File: config.mk
export PLATFORM = sky130hd
export DESIGN_NAME = brmt_cell
export DESIGN_NICKNAME = d
export VERILOG_FILES = /design/src/rtl/brmt_pkg.sv /design/src/rtl/brmt_cell.sv
export SDC_FILE = /design/constraint.sdc
export NUM_CORES = 1
export LEC_CHECK = 0
export BUFFER_PORTS_ARGS = -buffer_cell sky130_fd_sc_hd__buf_2
export CAP_MARGIN = 5
export CORE_ASPECT_RATIO = 1.4
export CORE_MARGIN = 5
export CORE_UTILIZATION = 43
export DETAILED_ROUTE_END_ITERATION = 16
export PLACE_DENSITY = 0.91
export SETUP_SLACK_MARGIN = 0.1
export SLEW_MARGIN = 20
export SYNTH_ARGS = -nofsm -noshare
export SYNTH_HDL_FRONTEND = slang
export SYNTH_SLANG_ARGS = --single-unit
File: constraint.sdc
create_clock -name clock -period 2.9 [get_ports clock]
set_input_delay 0.145 -clock clock [delete_from_list [all_inputs] [get_ports clock]]
set_output_delay 0.145 -clock clock [all_outputs]
set_load 0.01 [all_outputs]
File: src/rtl/brmt_pkg.sv
// Package for the branch register move tracker: command and error codes,
// default sizes and the in-flight entry type. No dependencies.
`default_nettype none
package brmt_pkg;
   localparam int NUM_BREGS_DEF    = 32;
   localparam int MAX_INFLIGHT_DEF = 32;
   localparam int SEQ_W  = 32;
   localparam int BREG_W = 5;

   typedef enum logic [2:0] {
      CMD_DECODE_MOVE  = 3'd0,
      CMD_DECODE_OTHER = 3'd1,
      CMD_EXECUTE      = 3'd2,
      CMD_COMMIT       = 3'd3,
      CMD_SQUASH       = 3'd4,
      CMD_QUERY        = 3'd5
   } cmd_type;

   typedef enum logic [2:0] {
      ERR_OK          = 3'd0,
      ERR_ORDER       = 3'd1,
      ERR_NOMATCH     = 3'd2,
      ERR_UNSUPPORTED = 3'd3,
      ERR_FULL        = 3'd4
   } err_type;

   typedef struct packed {
      logic [SEQ_W-1:0]  seq;
      logic [BREG_W-1:0] breg;
      logic              bit_move;
      logic              executed;
      logic              squashed;
   } entry_type;

   // Per-cycle control broadcast from the sequencer to every cell.
   typedef struct packed {
      logic             shift;     // take neighbor's entry (commit compaction)
      logic             rotate;    // walk: each cell passes entry down the row
      logic             load_tail; // write new entry at tail
      logic             squash;    // squash check in every cell
      logic [SEQ_W-1:0] seq;
   } cell_ctl_type;

   typedef enum logic [2:0] {
      ST_IDLE, ST_EXEC, ST_COMMIT, ST_SQUASH, ST_RESP
   } state_type;
endpackage
`default_nettype wire

File: src/rtl/brmt_cell.sv
// One cell of the in-flight list: holds one entry and hands it to the
// neighbor below on a rotate or shift. Depends on brmt_pkg.
`default_nettype none
module brmt_cell
   import brmt_pkg::*;
(
   input  wire logic         clock,
   input  wire cell_ctl_type ctl,
   input  wire logic         is_tail,
   input  wire entry_type    tail_entry,
   input  wire logic         mark_here,
   input  wire entry_type    from_next,
   output entry_type         entry
);
   entry_type entry_ff, entry_in;
   always_comb begin
      entry_in = entry_ff;
      if (ctl.rotate || ctl.shift) begin
         entry_in = from_next;
      end
      if (mark_here) begin
         entry_in.executed = 1'b1;
      end
      if (ctl.squash && entry_in.seq > ctl.seq) begin
         entry_in.squashed = 1'b1;
      end
      if (ctl.load_tail && is_tail) begin
         entry_in = tail_entry;
      end
   end
   always_ff @(posedge clock) begin
      entry_ff <= entry_in;
   end
   assign entry = entry_ff;
endmodule
`default_nettype wire

Word level (Yosys, flattened, before mapping)
Cells that the tools add are included.

Order comparisons: 1. Mux-type cells: 4. Reductions and logical operators: 6.

Operator list (count): 40-bit 2-to-1 mux (2); 32-bit > comparator (1); 3-bit nonzero test (2); 1-bit logical AND (2); 1-bit 2-to-1 mux (2); 2-bit nonzero test (1); 1-bit logical OR (1).

Flip-flop bits (word level): 40. Output and inout port bits: 40. Logic and storage cells: 16.

Logic depth before layout (Yosys ltp)
Gate-level depths: netlist (run 1).

Word-level depth: 6. Gate-level depth with buffers: 10.

Worst setup path after synthesis (run 1)
No wires, ideal clock.

Path kind: input port to flip-flop. From: in ctl[35] (netlist bit). To: reg entry_ff, in the netlist entry[0], enable pin. Library setup time: 0.257 ns. Arrival: 2.378 ns. Data required time: 2.643 ns. Setup slack: 0.266 ns. Stages: 10. Path buffers: 2. Cells stage by stage: or2_1 -> buf_2 -> buf_2 -> mux2_2 -> ha_1 -> nand4_2 -> or4_1 -> o31a_1 -> nor2_1 -> a21oi_1.

Longest elaborated chain between the ends: 5.

Ends and longest elaborated chain: start, declared (RTL line brmt_cell.sv:8) `input wire cell_ctl_type ctl,`; 1-bit logical OR * (RTL line brmt_cell.sv:18) `if (ctl.rotate || ctl.shift) begin`; 40-bit 2-to-1 mux (RTL line brmt_cell.sv:18); 32-bit > comparator (RTL line brmt_cell.sv:24) `if (ctl.squash && entry_in.seq > ctl.seq) begin`; 1-bit logical AND (RTL line brmt_cell.sv:24); 3-bit nonzero test (no source line) *; end signal, assigned (RTL line brmt_cell.sv:32) `entry_ff <= entry_in;`; end, declared (RTL line brmt_cell.sv:15) `entry_type entry_ff, entry_in;`.

Every way passes the cells marked *; elsewhere a longest branch is shown, timed or not. The select of a mux whose other input is x is not followed. A chain may end at the register's enable or synchronous reset.

Worst setup path in the final report (run 1)
Ends and elaborated chain as after synthesis.

==> impl_metrics.json, run 1 <==
{
  "firstDrtPassIters": 4,
  "synthTopCellsByArea": "mux2_2, dfxtp_1, ha_1",
  "place_area_mm2": 0.003452,
  "required_ps": 2940,
  "power.density_mw_per_mm2": 417.1,
  "endpoint": "entry[0]",
  "synthCells": 248,
  "postLayoutCellArea_mm2": 0.003532,
  "period_share_pct": 85.72,
  "gr-total-overflow": 0,
  "htreeDepth": 2,
  "vias_per_cell": 5.167,
  "synthArstFlopShare_pct": 0,
  "p_leak_uw": 0.001851,
  "grt_start_max_net_pins": 35,
  "numCtsBuffers": 5,
  "hold_violations": 0,
  "path_max_fanout": 34,
  "path_cells": "buf_2 > or2_1 > buf_12 > mux2_2 > ha_1 > nand4_2 > or4_1 > o31a_1 > nor2_1 > a21oi_1",
  "cp_slowest_cell": "or4_1",
  "die_y_um": 101.7,
  "maxSlewViolCount": 0,
  "dieArea_mm2": 0.007674,
  "grt_pass1_wl_mm": 11.30,
  "cts.clk_slew.worst_paths_ps": 80,
  "gr-usage-all-layers_pct": 19.18,
  "synth.avg_cell_area_um2": 10.41,
  "fin_util_pct": 60.24,
  "hold_buffers": 0,
  "routedWlPerCell_um": 15.45,
  "r2r_start": "entry[22]",
  "fmax_ghz": 0.4023,
  "ctsResizeCount": 0,
  "cts_tree": "yes",
  "grt_pass1_vias": 2622,
  "worst-path-buf-inv": 2,
  "num-fill-cells": 525,
  "ir_drop_mv": 0.2216,
  "die_x_um": 75.48,
  "yosysTopAreaCellShare_pct": 27.05,
  "cp_slowest_stage_delay_ps": 550,
  "area_delta_synth_final_pct": 36.84,
  "rsz0062_at_grt": "false",
  "status": "finished clean",
  "path_depth": 10,
  "crit_family": "simple AND/OR/NAND/NOR gates",
  "ys_seq_area_share_pct": 34.13,
  "coreArea_mm2": 0.005863,
  "first_iter_violations": 78,
  "ant_nets": 0,
  "relSlewSlack_pct": 58.89,
  "cts.sinks": 40,
  "synth_common_cells": "mux2_2, dfxtp_1, ha_1",
  "finalWirelength_mm": 7.386,
  "fin_skew_ps": 8.855,
  "netlist_area_mm2": 0.002581,
  "rows": 33,
  "cp.arrival_ps": 2530,
  "drc": 0,
  "fin_tns_setup_ps": 0,
  "dp_slack_ps": 102.5,
  "synth-main-ff-cell": "dfxtp_1",
  "regToRegSetupSlack_ps": 540,
  "start_util_pct": 44.02,
  "diodes": 0,
  "crit_path_end_kind": "flop",
  "critPathLaunch": "ctl[35]",
  "synth_nets": 399,
  "portBuffers": 158,
  "cap_violations": 0,
  "hold_path_class": "input port to flop",
  "yosysMostFrequentCell": "mux2_2",
  "cts-root-buf": "clkbuf_8",
  "setup_ws_ps": 414.1,
  "synth_area_leader_cell": "mux2_2",
  "synth-edff-count": 8,
  "fin_nets": 558,
  "r2r_end": "entry[0]",
  "drive_gt1_share_pct": 56.37,
  "reg2reg_depth": 7,
  "synth_seq_cells": 40,
  "clk_latency_ps": 290,
  "worstSetupPathType": "input port to flop",
  "dp_hpwl_mm": 6.238,
  "tightest_slew_ps": 615.2,
  "setup_viol": 0,
  "yosys_warnings": 0,
  "num_vias": 2470,
  "antenna_found_initial": 1,
  "ys_types": 32,
  "largest_reg_flops": 40,
  "min_period_ps": 2486,
  "startpoint_type": "input port",
  "cts_setup_buffers": 0,
  "cts_buffer_depth": 2,
  "gp_congestion": 0.7413,
  "io_pins": 159
}
-- logic make-up after synthesis --
family | Yosys count | share of synthesized area, %
buffers and inverters | 39 | 5.865
muxes | 63 | 27.44
adders and majority gates | 32 | 15.51
and+or+nand+nor | 36 | 7.223
AOI/OAI and AO/OA | 38 | 9.840
DFF | 40 | 34.12
-- cells in the final DEF (no fill, tap or decap), types with 2 or more instances in the layout --
cell      Yosys  layout
a21o_1        2       2
a21oi_1      17      17
a221o_1       2       2
a22o_1        6       6
buf_2         4     158
clkbuf_8      0       5
clkinv_1      0       2
dfxtp_1      32      32
edfxtp_1      8       8
ha_1         32      32
inv_1        31      31
mux2_2       62      62
nand2_1       9       9
nand3_1       3       3
nand4_1       7       7
nor2_1        7       7
nor3_1        3       3
o21ai_0       4       4
-- worst min-delay path by stage --
stage          slack [ps]   endpoint  cells past startpoint           start
4_1_cts                70  entry[27]                      2  tail_entry[27]
3_3_place_gp          370  entry[29]                      2  tail_entry[29]
5_1_grt                60  entry[11]                      2  tail_entry[11]
3_5_place_dp          370  entry[27]                      2  tail_entry[27]
2_1_floorplan         290  entry[10]                      1  tail_entry[10]
6_report               80  entry[27]                      2  tail_entry[27]
-- area by class of cell --
cell class                 instances  area (µm²)  share of cell area, %
clock buffer                       6       72.57                  2.055
clock inverter                     2       7.507                 0.2125
sequential                        40       880.8                  24.94
timing repair buffer             160       818.3                  23.17
tap                               70       87.58                  2.480
multi-input combinational        169        1549                  43.85
inverter                          31       116.4                  3.294
-- where the power goes --
part	switching, µW	leakage, µW	internal (µW)
logic	217	0.00146	246
registers	24.2	0.000354	633
clock network	188	0.0000403	164
total	429	0.00185	1040
-- per-stage QoR --
step,hold slack [ps],instances,total power (µW)
floorplan,289.5,248,938.7
global placement,370.2,470,1115
detailed placement,374.2,470,1137
CTS,65.91,478,1500
global route,59.24,478,1582
finish,79.19,478,1473
-- layer usage --
layer / global-route usage, % / up-vias / share of wire [%]
met5: 0 / - / 0.095
met4: 8.210 / 2 / 2.9
met3: 5.164 / 19 / 9.0
met2: 36.66 / 114 / 54
met1: 18.41 / 1116 / 34
li1: - / 1219 / -
No activity file was read; power rests on OpenSTA's default activity.
==> run 2, diff against run 1 <==
--- a/config.mk
+++ b/config.mk
@@ -12,6 +12,7 @@
 export CORE_UTILIZATION = 43
 export DETAILED_ROUTE_END_ITERATION = 16
 export PLACE_DENSITY = 0.91
+export REMOVE_ABC_BUFFERS = 1
 export SETUP_SLACK_MARGIN = 0.1
 export SLEW_MARGIN = 20
 export SYNTH_ARGS = -nofsm -noshare
==> run 2 against run 1 <==
  * Design area rose by 0.78%
  * Flip-flop and latch count did not move
  * Total power rose by 6.5%
  * Global-route usage fell by 1.0 points
  * Combinational power fell by 0.9%
  * Fmax fell by 2.0%
  * Die area did not move
  * Worst hold slack improved by 1.4 ps
  * First-iteration DRC count fell by 73%
  * Register-to-register slack barely moved
  * Routed wire length fell by 5.3%
  * Largest power group unchanged
==> impl_metrics.json, run 2 (same netlist as run 1, synthesis figures left out) <==
{
  "status": "finished clean",
  "maxSlewViolCount": 0,
  "period_share_pct": 87.44,
  "cts_setup_buffers": 0,
  "hp-start": "tail_entry[22]",
  "fmax_ghz": 0.3943,
  "worstSetupPathType": "input port to flop",
  "coreArea_mm2": 0.005863,
  "place_area_mm2": 0.003452,
  "min_period_ps": 2536,
  "postLayoutCellArea_mm2": 0.003560,
  "fin_tns_setup_ps": 0,
  "tightest_slew_ps": 452.2,
  "p_leak_uw": 0.001866,
  "numCtsBuffers": 5,
  "htreeDepth": 2,
  "gp_congestion": 0.7722,
  "critPathLaunch": "ctl[35]",
  "cts.clk_slew.worst_paths_ps": 80,
  "die_x_um": 75.48,
  "first_iter_violations": 21,
  "dp_slack_ps": 59.55,
  "gr-total-overflow": 0,
  "setup_ws_ps": 364.2,
  "gr-usage-all-layers_pct": 18.18,
  "finalWirelength_mm": 6.997,
  "whs_ps": 80.64,
  "dieArea_mm2": 0.007674,
  "reg2reg_depth": 7,
  "fin_nets": 558,
  "fin_cells": 478,
  "hold_violations": 0,
  "ir_drop_mv": 0.2335,
  "vias_per_cell": 5.132,
  "power.density_mw_per_mm2": 440.9,
  "relSlewSlack_pct": 69.85,
  "firstDrtPassIters": 4,
  "required_ps": 2940,
  "clk_latency_ps": 280,
  "die_y_um": 101.7,
  "holdPathStages": 2,
  "cts_buffer_depth": 2,
  "diodes": 0,
  "largest_reg_flops": 40,
  "ctsResizeCount": 0,
  "cp.arrival_ps": 2570,
  "area_delta_synth_final_pct": 37.91,
  "hold_path_class": "input port to flop",
  "dp_hpwl_mm": 5.889,
  "startpoint_type": "input port",
  "crit_path_end_kind": "flop",
  "routedWlPerCell_um": 14.64,
  "ant_nets": 0,
  "r2r_start": "entry[19]",
  "cts_tree": "yes",
  "portBuffers": 158,
  "rows": 33,
  "antenna_found_initial": 0,
  "drc": 0,
  "rsz0062_at_grt": "false",
  "num_vias": 2453,
  "final_cell_mix": "buf_2, mux2_2, ha_1, dfxtp_1, inv_1",
  "hold_buffers": 0,
  "cts-root-buf": "clkbuf_8",
  "io_pins": 159,
  "mostFrequentLayoutCell": "buf_2",
  "drive_gt1_share_pct": 56.86,
  "start_util_pct": 44.02,
  "setup_viol": 0,
  "grt_pass1_vias": 2545,
  "grt_pass1_wl_mm": 10.78,
  "cap_violations": 0,
  "cts.sinks": 40,
  "grt_start_max_net_pins": 35,
  "numPlacedInstances": 470,
  "path_max_fanout": 34,
  "fin_skew_ps": 4.070
}
-- run 2: metrics by stage --
step,util [%],total power (µW)
6_report,60.71,1569
5_1_grt,60.71,1674
4_1_cts,60.71,1590
3_5_place_dp,58.88,1136
3_3_place_gp,58.88,1113
2_1_floorplan,-,935.9
-- run 2: cell type report --
cell class	count	area (µm²)
fillers	524	2303
multi-input cells	169	1549
flip-flops and latches	40	880.8
repair buffers	160	818.3
inverters	31	116.4
well taps	70	87.58
clock buffers	6	72.57
clock inverters	2	35.03
-- run 2: worst paths after layout --
check | slack [ps] | end
worst max register to register | 530 | entry[0]
worst min-delay path | 80 | entry[22]
worst max-delay path | 360 | entry[0]
worst min register to register | 630 | entry[8]
-- run 2: power breakdown --
part | leakage (µW) | internal [µW] | switching [µW] | total, µW
clock network | 0.0000552 | 256 | 196 | 451
logic | 0.00146 | 246 | 214 | 460
registers | 0.000354 | 633 | 24.7 | 658
total | 0.00187 | 1130 | 435 | 1570
-- run 2: metal layers --
layer  track usage (%)  up-vias  share of wire, %
met5                 0        -                 0
met3             4.369       27               8.8
li1                  -     1216                 -
met1             18.09     1086                34
met2             35.06      124                54
met4             6.460        0               2.8
-- run 2: worst max-delay path, cell delays in order --
cell and delay (ps):
buf_2 100, or2_1 270, buf_12 180, mux2_2 300, ha_1 340, nand4_2 140
or4_1 560, o31a_1 340, nor2_1 110, a21oi_1 60
